$ cat src/rtl/fssa_pkg.sv
// Shared types and constants for the frame-scoped slot allocator.
package fssa_pkg;

    localparam int SLOT_DEPTH  = 256;
    localparam int FRAME_DEPTH = 64;
    localparam int NAME_BITS   = 16;

    localparam int NAME_FIELD_W = 16;
    localparam int SLOT_FIELD_W = 8;

    localparam int NAME_W   = (NAME_BITS < NAME_FIELD_W) ? NAME_BITS : NAME_FIELD_W;
    localparam int SLOT_AW  = $clog2(SLOT_DEPTH);
    localparam int FILL_W   = $clog2(SLOT_DEPTH + 1);
    localparam int FRAME_AW = (FRAME_DEPTH > 1) ? $clog2(FRAME_DEPTH) : 1;
    localparam int FCNT_W   = $clog2(FRAME_DEPTH + 1);

    typedef enum logic [1:0] {
        MODE_ENTER  = 2'd0,
        MODE_EXIT   = 2'd1,
        MODE_LOOKUP = 2'd2,
        MODE_NOP    = 2'd3
    } mode_t;

    typedef enum logic [1:0] {
        ST_OK         = 2'd0,
        ST_SLOTS_FULL = 2'd1,
        ST_FRAME_ERR  = 2'd2
    } status_t;

    typedef struct packed {
        mode_t                     mode;
        logic [NAME_FIELD_W-1:0]   name_handle;
    } req_t;

    typedef struct packed {
        logic [SLOT_FIELD_W-1:0]   slot_index;
        logic                      was_found;
        status_t                   status;
    } rsp_t;

    typedef enum logic [2:0] {
        S_IDLE,
        S_DECODE,
        S_POP,
        S_BASE,
        S_SCAN,
        S_CMP,
        S_RESP
    } state_t;

    typedef enum logic [2:0] {
        RES_OK,
        RES_FRAME_ERR,
        RES_SLOTS_FULL,
        RES_FOUND,
        RES_NEW
    } res_code_t;

    typedef struct packed {
        logic      load;
        logic      frame_push;
        logic      frame_rd;
        logic      fcnt_dec;
        logic      fill_restore;
        logic      base_load;
        logic      slot_rd;
        logic      alloc;
        logic      idx_inc;
        logic      res_set;
        res_code_t res_code;
        logic      out_load;
    } cmd_t;

    typedef struct packed {
        mode_t mode;
        logic  frame_empty;
        logic  frame_full;
        logic  scan_more;
        logic  slots_full;
        logic  match;
        logic  out_free;
    } stat_t;

endpackage

$ cat src/rtl/frame_scoped_slot_allocator_unit.sv
// Enter frame, no-op and no-frame errors go from decode straight to the response state;
// exit frame passes through a pop state; lookup loads the frame base, then reads and
// compares slots one by one on the slot RAM port until a hit, a miss or full slot stack.
// One word in flight: the next word is taken one cycle after the result is loaded, and
// may be taken while that result still waits on rsp_ready, which holds off the next load.
// Reset (rst_n, async, active low) zeroes fill level and frame count; memories not cleared.
module frame_scoped_slot_allocator_unit (
    input  logic           clk,
    input  logic           rst_n,
    input  logic           req_valid,
    output logic           req_ready,
    input  fssa_pkg::req_t req_data,
    output logic           rsp_valid,
    input  logic           rsp_ready,
    output fssa_pkg::rsp_t rsp_data
);
    import fssa_pkg::*;

    cmd_t  cmd;
    stat_t stat;

    fssa_ctrl u_ctrl (
        .clk       (clk),
        .rst_n     (rst_n),
        .req_valid (req_valid),
        .req_ready (req_ready),
        .stat      (stat),
        .cmd       (cmd)
    );

    fssa_datapath u_datapath (
        .clk       (clk),
        .rst_n     (rst_n),
        .req_data  (req_data),
        .cmd       (cmd),
        .stat      (stat),
        .rsp_valid (rsp_valid),
        .rsp_ready (rsp_ready),
        .rsp_data  (rsp_data)
    );

    // a word just taken keeps the input closed until its result is built
    a_busy_after_accept: assert property (@(posedge clk) disable iff (!rst_n)
        req_valid && req_ready |=> !req_ready)
        else $error("input reopened right after accept");

    // failed operations report nothing but their status
    a_error_clean: assert property (@(posedge clk) disable iff (!rst_n)
        rsp_valid && rsp_data.status != ST_OK |-> rsp_data.slot_index == '0
            && !rsp_data.was_found)
        else $error("error word carries slot data");

    // never allocate past the top of the slot stack
    a_alloc_bound: assert property (@(posedge clk) disable iff (!rst_n)
        cmd.alloc |-> !stat.slots_full)
        else $error("allocation with slot stack full");

    a_scan_framed: assert property (@(posedge clk) disable iff (!rst_n)
        cmd.slot_rd || cmd.base_load |-> !stat.frame_empty)
        else $error("slot scan with no frame open");

endmodule

$ cat src/rtl/fssa_ram.sv
// Generic simple dual-port RAM with registered read.
module fssa_ram #(
    parameter int WIDTH = 8,
    parameter int DEPTH = 16
) (
    input  logic                                        clk,
    input  logic                                        wr_en,
    input  logic [((DEPTH > 1) ? $clog2(DEPTH) : 1)-1:0] wr_addr,
    input  logic [WIDTH-1:0]                            wr_data,
    input  logic                                        rd_en,
    input  logic [((DEPTH > 1) ? $clog2(DEPTH) : 1)-1:0] rd_addr,
    output logic [WIDTH-1:0]                            rd_data
);

    logic [WIDTH-1:0] mem [DEPTH];
    logic [WIDTH-1:0] rd_data_reg;

    always_ff @(posedge clk)
    begin
        if (wr_en)
        begin
            mem[wr_addr] <= wr_data;
        end
        if (rd_en)
        begin
            rd_data_reg <= mem[rd_addr];
        end
    end

    assign rd_data = rd_data_reg;

endmodule

$ cat src/rtl/fssa_datapath.sv
// Datapath: counters, slot and frame-base memories, result and output registers.
module fssa_datapath (
    input  logic          clk,
    input  logic          rst_n,
    input  fssa_pkg::req_t req_data,
    input  fssa_pkg::cmd_t cmd,
    output fssa_pkg::stat_t stat,
    output logic          rsp_valid,
    input  logic          rsp_ready,
    output fssa_pkg::rsp_t rsp_data
);
    import fssa_pkg::*;

    mode_t               mode_reg;
    logic [NAME_W-1:0]   name_reg;
    logic [FILL_W-1:0]   fill_reg, fill_next;
    logic [FCNT_W-1:0]   fcnt_reg, fcnt_next;
    logic [FILL_W-1:0]   idx_reg, idx_next;
    logic                rsp_valid_reg, rsp_valid_next;
    rsp_t                res_reg;
    rsp_t                rsp_reg;

    logic [FCNT_W-1:0]   fcnt_m1;
    logic [FILL_W-1:0]   base_rd_data;
    logic [NAME_W-1:0]   slot_rd_data;

    assign fcnt_m1 = fcnt_reg - FCNT_W'(1);

    fssa_ram #(
        .WIDTH (FILL_W),
        .DEPTH (FRAME_DEPTH)
    ) u_frame_ram (
        .clk     (clk),
        .wr_en   (cmd.frame_push),
        .wr_addr (fcnt_reg[FRAME_AW-1:0]),
        .wr_data (fill_reg),
        .rd_en   (cmd.frame_rd),
        .rd_addr (fcnt_m1[FRAME_AW-1:0]),
        .rd_data (base_rd_data)
    );

    fssa_ram #(
        .WIDTH (NAME_W),
        .DEPTH (SLOT_DEPTH)
    ) u_slot_ram (
        .clk     (clk),
        .wr_en   (cmd.alloc),
        .wr_addr (fill_reg[SLOT_AW-1:0]),
        .wr_data (name_reg),
        .rd_en   (cmd.slot_rd),
        .rd_addr (idx_reg[SLOT_AW-1:0]),
        .rd_data (slot_rd_data)
    );

    always_comb
    begin
        fill_next = fill_reg;
        fcnt_next = fcnt_reg;
        idx_next  = idx_reg;
        if (cmd.frame_push)
        begin
            fcnt_next = fcnt_reg + FCNT_W'(1);
        end
        if (cmd.fcnt_dec)
        begin
            fcnt_next = fcnt_m1;
        end
        if (cmd.fill_restore)
        begin
            fill_next = base_rd_data;
        end
        if (cmd.alloc)
        begin
            fill_next = fill_reg + FILL_W'(1);
        end
        if (cmd.base_load)
        begin
            idx_next = base_rd_data;
        end
        if (cmd.idx_inc)
        begin
            idx_next = idx_reg + FILL_W'(1);
        end

        rsp_valid_next = rsp_valid_reg;
        if (cmd.out_load)
        begin
            rsp_valid_next = 1'b1;
        end
        else if (rsp_ready)
        begin
            rsp_valid_next = 1'b0;
        end
    end

    always_ff @(posedge clk or negedge rst_n)
    begin
        if (!rst_n)
        begin
            fill_reg      <= '0;
            fcnt_reg      <= '0;
            idx_reg       <= '0;
            rsp_valid_reg <= 1'b0;
        end
        else
        begin
            fill_reg      <= fill_next;
            fcnt_reg      <= fcnt_next;
            idx_reg       <= idx_next;
            rsp_valid_reg <= rsp_valid_next;
        end
    end

    // payload registers, no reset
    always_ff @(posedge clk)
    begin
        if (cmd.load)
        begin
            mode_reg <= req_data.mode;
            name_reg <= req_data.name_handle[NAME_W-1:0];
        end
        if (cmd.res_set)
        begin
            case (cmd.res_code)
                RES_FRAME_ERR:
                begin
                    res_reg <= '{slot_index: '0, was_found: 1'b0, status: ST_FRAME_ERR};
                end
                RES_SLOTS_FULL:
                begin
                    res_reg <= '{slot_index: '0, was_found: 1'b0, status: ST_SLOTS_FULL};
                end
                RES_FOUND:
                begin
                    res_reg <= '{slot_index: SLOT_FIELD_W'(idx_reg), was_found: 1'b1,
                                 status: ST_OK};
                end
                RES_NEW:
                begin
                    res_reg <= '{slot_index: SLOT_FIELD_W'(fill_reg), was_found: 1'b0,
                                 status: ST_OK};
                end
                default:
                begin
                    res_reg <= '{slot_index: '0, was_found: 1'b0, status: ST_OK};
                end
            endcase
        end
        if (cmd.out_load)
        begin
            rsp_reg <= res_reg;
        end
    end

    assign stat.mode        = mode_reg;
    assign stat.frame_empty = (fcnt_reg == '0);
    assign stat.frame_full  = (fcnt_reg >= FCNT_W'(FRAME_DEPTH));
    assign stat.scan_more   = (idx_reg < fill_reg);
    assign stat.slots_full  = (fill_reg >= FILL_W'(SLOT_DEPTH));
    assign stat.match       = (slot_rd_data == name_reg);
    assign stat.out_free    = !rsp_valid_reg || rsp_ready;

    assign rsp_valid = rsp_valid_reg;
    assign rsp_data  = rsp_reg;

endmodule

$ cat src/rtl/fssa_ctrl.sv
// Controller state machine: sequences frame operations and the slot scan.
module fssa_ctrl (
    input  logic            clk,
    input  logic            rst_n,
    input  logic            req_valid,
    output logic            req_ready,
    input  fssa_pkg::stat_t stat,
    output fssa_pkg::cmd_t  cmd
);
    import fssa_pkg::*;

    state_t state_reg, state_next;

    always_ff @(posedge clk or negedge rst_n)
    begin
        if (!rst_n)
        begin
            state_reg <= S_IDLE;
        end
        else
        begin
            state_reg <= state_next;
        end
    end

    always_comb
    begin
        state_next = state_reg;
        unique case (state_reg)
            S_IDLE:
            begin
                if (req_valid)
                begin
                    state_next = S_DECODE;
                end
            end
            S_DECODE:
            begin
                unique case (stat.mode)
                    MODE_EXIT:   state_next = stat.frame_empty ? S_RESP : S_POP;
                    MODE_LOOKUP: state_next = stat.frame_empty ? S_RESP : S_BASE;
                    default:     state_next = S_RESP;
                endcase
            end
            S_POP:  state_next = S_RESP;
            S_BASE: state_next = S_SCAN;
            S_SCAN: state_next = stat.scan_more ? S_CMP : S_RESP;
            S_CMP:  state_next = stat.match ? S_RESP : S_SCAN;
            S_RESP:
            begin
                if (stat.out_free)
                begin
                    state_next = S_IDLE;
                end
            end
            default: state_next = S_IDLE;
        endcase
    end

    always_comb
    begin
        cmd       = '0;
        cmd.res_code = RES_OK;
        req_ready = 1'b0;
        unique case (state_reg)
            S_IDLE:
            begin
                req_ready = 1'b1;
                cmd.load  = req_valid;
            end
            S_DECODE:
            begin
                unique case (stat.mode)
                    MODE_ENTER:
                    begin
                        cmd.res_set = 1'b1;
                        if (stat.frame_full)
                        begin
                            cmd.res_code = RES_FRAME_ERR;
                        end
                        else
                        begin
                            cmd.frame_push = 1'b1;
                        end
                    end
                    MODE_EXIT:
                    begin
                        cmd.res_set = 1'b1;
                        if (stat.frame_empty)
                        begin
                            cmd.res_code = RES_FRAME_ERR;
                        end
                        else
                        begin
                            cmd.frame_rd = 1'b1;
                            cmd.fcnt_dec = 1'b1;
                        end
                    end
                    MODE_LOOKUP:
                    begin
                        if (stat.frame_empty)
                        begin
                            cmd.res_set  = 1'b1;
                            cmd.res_code = RES_FRAME_ERR;
                        end
                        else
                        begin
                            cmd.frame_rd = 1'b1;
                        end
                    end
                    default:
                    begin
                        cmd.res_set = 1'b1;
                    end
                endcase
            end
            S_POP:
            begin
                cmd.fill_restore = 1'b1;
            end
            S_BASE:
            begin
                cmd.base_load = 1'b1;
            end
            S_SCAN:
            begin
                if (stat.scan_more)
                begin
                    cmd.slot_rd = 1'b1;
                end
                else if (stat.slots_full)
                begin
                    cmd.res_set  = 1'b1;
                    cmd.res_code = RES_SLOTS_FULL;
                end
                else
                begin
                    cmd.alloc    = 1'b1;
                    cmd.res_set  = 1'b1;
                    cmd.res_code = RES_NEW;
                end
            end
            S_CMP:
            begin
                if (stat.match)
                begin
                    cmd.res_set  = 1'b1;
                    cmd.res_code = RES_FOUND;
                end
                else
                begin
                    cmd.idx_inc = 1'b1;
                end
            end
            S_RESP:
            begin
                cmd.out_load = stat.out_free;
            end
            default:
            begin
                req_ready = 1'b0;
            end
        endcase
    end

endmodule

$ cat config.mk
export PLATFORM = sky130hd
export DESIGN_NAME = frame_scoped_slot_allocator_unit
export DESIGN_NICKNAME = d
export VERILOG_FILES = /design/src/rtl/fssa_pkg.sv /design/src/rtl/frame_scoped_slot_allocator_unit.sv /design/src/rtl/fssa_ram.sv /design/src/rtl/fssa_datapath.sv /design/src/rtl/fssa_ctrl.sv
export SDC_FILE = /design/constraint.sdc
export NUM_CORES = 2
export LEC_CHECK = 0
export BUFFER_PORTS_ARGS = -buffer_cell sky130_fd_sc_hd__buf_2
export CORE_MARGIN = 1
export CORE_UTILIZATION = 50
export DETAILED_ROUTE_END_ITERATION = 16
export MAX_ROUTING_LAYER = met4
export PLACE_DENSITY = 0.73
export REMOVE_ABC_BUFFERS = 1
export SYNTH_ARGS = -nofsm -noshare
export SYNTH_HDL_FRONTEND = slang
export SYNTH_MEMORY_MAX_BITS = 65536
export SYNTH_SLANG_ARGS = --single-unit
export TNS_END_PERCENT = 50
$ cat constraint.sdc
create_clock -name clk -period 13.4 [get_ports clk]
set_input_delay 1.34 -clock clk [delete_from_list [all_inputs] [get_ports clk]]
set_output_delay 1.34 -clock clk [all_outputs]
set_load 0.1 [all_outputs]
After elaboration in Yosys (flattened, before gate mapping) --
Memory sizes are Yosys's and may differ from the RTL's. A register that Yosys moved wholly into a read port is not among the register bits. Cells that the tools add are included.
Cells by class: add/subtract/negate cells 4, $mul 0, divide/modulo/power cells 0, magnitude comparators 3, equality and inequality tests 15, shift operators 0, multiplexer cells 48, bitwise operators 0, reduce and logical (&&, ||, !) cells 10
Operators by type and width (count):
- $pmux W11 S4 | 1
- $mux W9 | 4
- $mux W1 | 23
- $pmux W3 S7 | 1
- $add A9 B1 Y9 const B | 2
- $mux W3 | 6
- $eq A16 B16 Y1 | 1
- $mux W7 | 2
- $eq A3 B2 Y1 const B | 4
- $eq A3 B3 Y1 const B | 4
- $mux W4 | 3
- $pmux W4 S3 | 1
- $ge A9 B9 Y1 const B | 1
- $lt A9 B9 Y1 | 1
- $pmux W3 S3 | 1
- $mux W2 | 4
- $reduce_bool A2 Y1 | 4
- $add A7 B1 Y7 const B | 1
- $ge A7 B7 Y1 const B | 1
- $logic_not A7 Y1 | 1
- $sub A7 B1 Y7 const B | 1
- $eq A3 B1 Y1 const B | 2
- $pmux W3 S2 | 1
- $logic_not A3 Y1 | 1
- other kinds (9) | 9
Storage, ports and cells: flip-flop bits (word level) 69, latch bits 0, bits in writable memories 4672, memory bits (read-only) 0, bits of input ports 22, output and inout bits 13, logic and storage cells 95, memories 2
Memories:
- u_datapath.u_slot_ram.mem | words 256, bits a word 16, read ports 1, clocked after memory_dff 1, wr ports 1, line fssa_ram.sv:15 | logic [WIDTH-1:0] mem [DEPTH];
- u_datapath.u_frame_ram.mem | words 64, bits a word 9, read ports 1, clocked after memory_dff 1, wr ports 1, line fssa_ram.sv:15

Logic depth before layout (Yosys ltp) --
word-level depth 6, gate-level depth with buffers 13, depth with buffers taken out 9

Hierarchy --
From an unflattened synthesis, not the netlist that was laid out.
Second synthesis, totals: cells, all modules 8702, area total of the unflattened synthesis 185161.3 um^2
By module, submodules not included:
- fssa_ram at u_datapath.u_slot_ram | times used 1, cells each 7360, area an instance 158874.9 um^2, sequential area each 123478.4 um^2
- fssa_ram at u_datapath.u_frame_ram | times used 1, cells each 1020, area an instance 22684.3 um^2, sequential area each 17566.8 um^2
- fssa_datapath | times used 1, cells each 268, area an instance 3189.3 um^2, sequential area each 1851.8 um^2
- fssa_ctrl | times used 1, cells each 54, area an instance 412.9 um^2, sequential area each 75.1 um^2

Worst setup path before layout --
No wires, ideal clock.
path kind reg2reg, from reg u_datapath.name_reg[10], to reg u_datapath.res_reg[0] in the netlist's numbering (enable), library setup time 394 ps, data arrival time 4858 ps, required time 13006 ps, path slack 8148 ps, stages on the path, launching flop included 7, clock period less this slack 5252 ps, cell sequence edfxtp_1 > xor2_1 > nor4_1 > nand4_1 > nor2_1 > nor2_1 > o21ai_0
RTL lines:
- start, declared | line fssa_datapath.sv:15 | logic [NAME_W-1:0] name_reg;
- start signal, assigned | line fssa_datapath.sv:120 | name_reg <= req_data.name_handle[NAME_W-1:0];
- end signal, assigned | line fssa_datapath.sv:127 | res_reg <= '{slot_index: '0, was_found: 1'b0, status: ST_FRAME_ERR};
- end signal, assigned | line fssa_datapath.sv:131 | res_reg <= '{slot_index: '0, was_found: 1'b0, status: ST_SLOTS_FULL};
- end signal, assigned | line fssa_datapath.sv:135 | res_reg <= '{slot_index: SLOT_FIELD_W'(idx_reg), was_found: 1'b1,
- end, declared | line fssa_datapath.sv:20 | rsp_t res_reg;

Final worst setup path --
from reg u_datapath.idx_reg[0], to reg u_datapath.u_slot_ram.rd_data_reg[11] (netlist: u_datapath.u_slot_ram.rd_data[11]) (read register of u_datapath.u_slot_ram.mem) (data pin)
Between the ends: cells in the longest elaborated chain, start to end 3
RTL lines:
- start, declared | line fssa_datapath.sv:18 | logic [FILL_W-1:0] idx_reg, idx_next;
- start signal, assigned | line fssa_datapath.sv:109 | idx_reg <= idx_next;
- $lt A9 B9 Y1 | line fssa_datapath.sv:158 | assign stat.scan_more = (idx_reg < fill_reg);
- $mux W1 | line fssa_ctrl.sv:127 | if (stat.scan_more)
- $mux W2 | line fssa_ctrl.sv:65 | unique case (state_reg)
- end, declared | line fssa_ram.sv:16 | logic [WIDTH-1:0] rd_data_reg;
Parallel ways exist; a longest one is shown, timed or not. A chain may end at the register's enable or synchronous reset.

==> impl_metrics.tcl <==
set metrics [dict create \
    antenna_found_initial 27 \
    io_buffer_count 34 \
    dp_hpwl_mm 271 \
    final-max-slew-violation-count 0 \
    dpl-instance-area_sq_um 190000 \
    fin_cells 13779 \
    rows 221 \
    crit_required_ps 14140 \
    grt_use_total 0.260 \
    yosys_register_bits 4766 \
    cap_violations 0 \
    insertion_delay_ps 1000 \
    fp.coreArea_sq_um 363000 \
    crit_top_cell "buf_4" \
    synth_compound_area_frac 0.0268 \
    dieHeight_um 606 \
    post-synth-top-area-fraction 0.780 \
    synth-edff-count 4737 \
    crit_path_end_kind "flip-flop" \
    post-synth-top-area-cell "edfxtp_1" \
    synth_flop_cell "edfxtp_1" \
    hold_start "u_datapath.res_reg[10]$_DFFE_PP_" \
    rr_worst_depth 9 \
    io_pins 35 \
    synth_top_family_by_area "multiplexers" \
    top_register "u_datapath.u_slot_ram.mem" \
    place_ws_ps 7110 \
    drc 0 \
    rsz0062_at_grt "no" \
    max_stage_delay_ps 1050 \
    r2r_slack_ps 6900 \
    synth.avg_cell_area_sq_um 22.4 \
    arrival_ps 7240 \
    largestRegisters "u_datapath.u_slot_ram.mem: 4096 flops, u_datapath.u_frame_ram.mem: 576 flops" \
    cts_made_buffers 452 \
    yosys_warnings 0 \
    first_global_vias 88848 \
    mostFrequentLayoutCell "edfxtp_1" \
    setup_tns_ps 0 \
    largest_reg_flops 4096 \
    outcome "finished with violations" \
    start_util 0.503 \
    synthXorXnorAreaFrac 0.00111 \
    place_congestion 0.870 \
    clock_path_buffers 4 \
    worstHoldEndpoint "u_datapath.rsp_data[10]$_DFFE_PP_" \
    wl_per_cell_um 33.8 \
    area_growth_pct 12.0 \
    dieArea_sq_um 367000 \
    cts_setup_buffers 0 \
    drtIter0Drc 13440 \
    syn_inst 8136 \
    cp_cell_sequence "buf_4, buf_4, buf_4, mux4_2, a22oi_1, nand2_1, nor4_1, a211oi_1, a21o_1" \
    failed_checks "antenna violations" \
    synth-adder-area-share 0.00130 \
    final_util 0.563 \
    startpoint_type "flip-flop" \
    n_fill_cell 25436 \
    worstReg2RegEnd "u_datapath.u_slot_ram.rd_data[11]$_DFFE_PP_" \
    root_buffer "clkbuf_16" \
    routed_wl_mm 466 \
    yosys.area_share.simple 0.0181 \
    cts_tree "built" \
    vias 90235 \
    p_total_mw 41.4 \
    p_leak_nw 63.0 \
    htreeDepth 5 \
    nNetsFinal 8620 \
    dr.pass1.iters 8 \
    ant_nets 1 \
    cts_hold_buf 0 \
    via_per_inst 6.55 \
    whs_ps 415 \
    max_slew_margin 0.0647 \
    cts.clk_slew.worst_paths_ps 70 \
    cts_num_sinks 4766 \
    cts_resized 0 \
    holdPathStages 0 \
    grt_pass1_wl_mm 658 \
    syn_area_sq_um 182000 \
    grt_max_degree 201 \
    fin_crit_ps 6500 \
    irDropWorstVdd_v 0.000201 \
    yosysSeqAreaShare 0.784 \
    cp_slowest_cell "dfrtp_4" \
    crit_fanout 47 \
    ys_types 58 \
    async_flop_share 0.00608 \
    setup_viol 0 \
    die_x_um 606 \
    power_density_nw_per_um2 203 \
    placedCellCount 12919 \
    critPathKind "flip-flop to flip-flop" \
    tightest_slew_ps 1370 \
    final_cell_mix "4737 x edfxtp_1, 1194 x mux4_2, 456 x clkbuf_16, 392 x buf_4, 341 x nor2_1" \
    setup_slack_ps 6900 \
    max_clock_freq_mhz 154 \
    crit-reg2reg-launch "u_datapath.idx_reg[0]$_DFFE_PN0P_" \
    yosys-top-cells-area "edfxtp_1 78%, mux4_2 15%, mux2i_1 0.98%" \
    hold_violations 0 \
    skew_ps 88.3 \
    synthMuxAreaShare 0.157 \
    design_area_sq_um 204000 \
    period_share 0.485 \
    hp-class "flip-flop to flip-flop" \
    grt_overflow 0 \
    drive_gt1_frac 0.262 \
]
-- per-layer routing --
layer | GRT usage | vias up | wire length, um
met2 | 0.392 | 6068 | 220000
li1 | - | 35479 | -
met3 | 0.0607 | 824 | 55900
met1 | 0.348 | 47864 | 170000
met4 | 0.0983 | 0 | 19200
met5 | - | - | 0
-- cells in the mapped netlist (5+ instances only) --
master    instances
edfxtp_1       4737
mux4_2         1194
nor2_1          380
clkbuf_1        242
mux2i_1         179
a22oi_1         172
nand2_1         167
o21ai_0         150
buf_2           131
nand3_1         131
a221oi_1        105
a21oi_1         104
buf_1            59
a211oi_1         42
dfrtp_1          29
o211ai_1         29
a22o_1           27
o31ai_1          20
ha_1             19
inv_1            18
xor2_1           18
buf_4            17
o22ai_1          16
or2_2            16
a31oi_1          15
nand2b_1         14
nor3_1           13
nor2b_1           9
nand4_1           8
nor4_1            8
a21o_1            7
and2_1            5
or3_1             5
xnor2_1           5
-- cells by family (layout without fill, tap and decap cells) --
kind of cell / after synthesis / in the layout
AOI/OAI and AO/OA: 712 / 712
xor gates and xnor gates: 23 / 23
other: 0 / 33
and+or+nand+nor: 773 / 773
buffers and inverters: 470 / 1286
adders and majority gates: 19 / 19
muxes: 1373 / 1373
DFF: 4766 / 4766
-- layout make-up --
class                      instances  area (sq um)  share of cell area
antenna                           33          82.6            0.000404
clock buffer                     555         11800              0.0577
clock inverter                   272          2360              0.0116
inverter                          19          78.8            0.000386
multi-input combinational       2900         37500               0.184
sequential                      4766        143000               0.700
tap                             4794          6000              0.0294
timing repair buffer             440          3390              0.0166
-- where the power goes --
part | total [mW] | leakage (nW) | switching, mW | internal, mW
Clock | 12.3 | 6.89 | 5.49 | 6.85
Combinational | 11.6 | 13.2 | 7.27 | 4.34
Sequential | 17.4 | 42.9 | 0.287 | 17.1
-- worst max-delay path: cells and delay by family (launching register included) --
family	cells	cell delay (ps)
buffers and inverters	3	2150
flip-flops	1	1050
AND/OR/NAND/NOR	2	1050
AO/OA/AOI/OAI	3	1290
multiplexers	1	580
-- worst max path at each step --
stage                                 startpoint                                     endpoint  slack, ps
6_report       u_datapath.idx_reg[0]$_DFFE_PN0P_  u_datapath.u_slot_ram.rd_data[11]$_DFFE_PP_       6900
5_1_grt        u_datapath.idx_reg[0]$_DFFE_PN0P_  u_datapath.u_slot_ram.rd_data[11]$_DFFE_PP_       6500
4_1_cts        u_datapath.idx_reg[0]$_DFFE_PN0P_  u_datapath.u_slot_ram.rd_data[11]$_DFFE_PP_       7100
3_5_place_dp   u_datapath.idx_reg[0]$_DFFE_PN0P_  u_datapath.u_slot_ram.rd_data[11]$_DFFE_PP_       7110
3_3_place_gp   u_datapath.idx_reg[0]$_DFFE_PN0P_  u_datapath.u_slot_ram.rd_data[11]$_DFFE_PP_       7000
2_1_floorplan  u_datapath.idx_reg[0]$_DFFE_PN0P_  u_datapath.u_slot_ram.rd_data[13]$_DFFE_PP_     -33960
No activity file was read; power rests on OpenSTA's default activity.
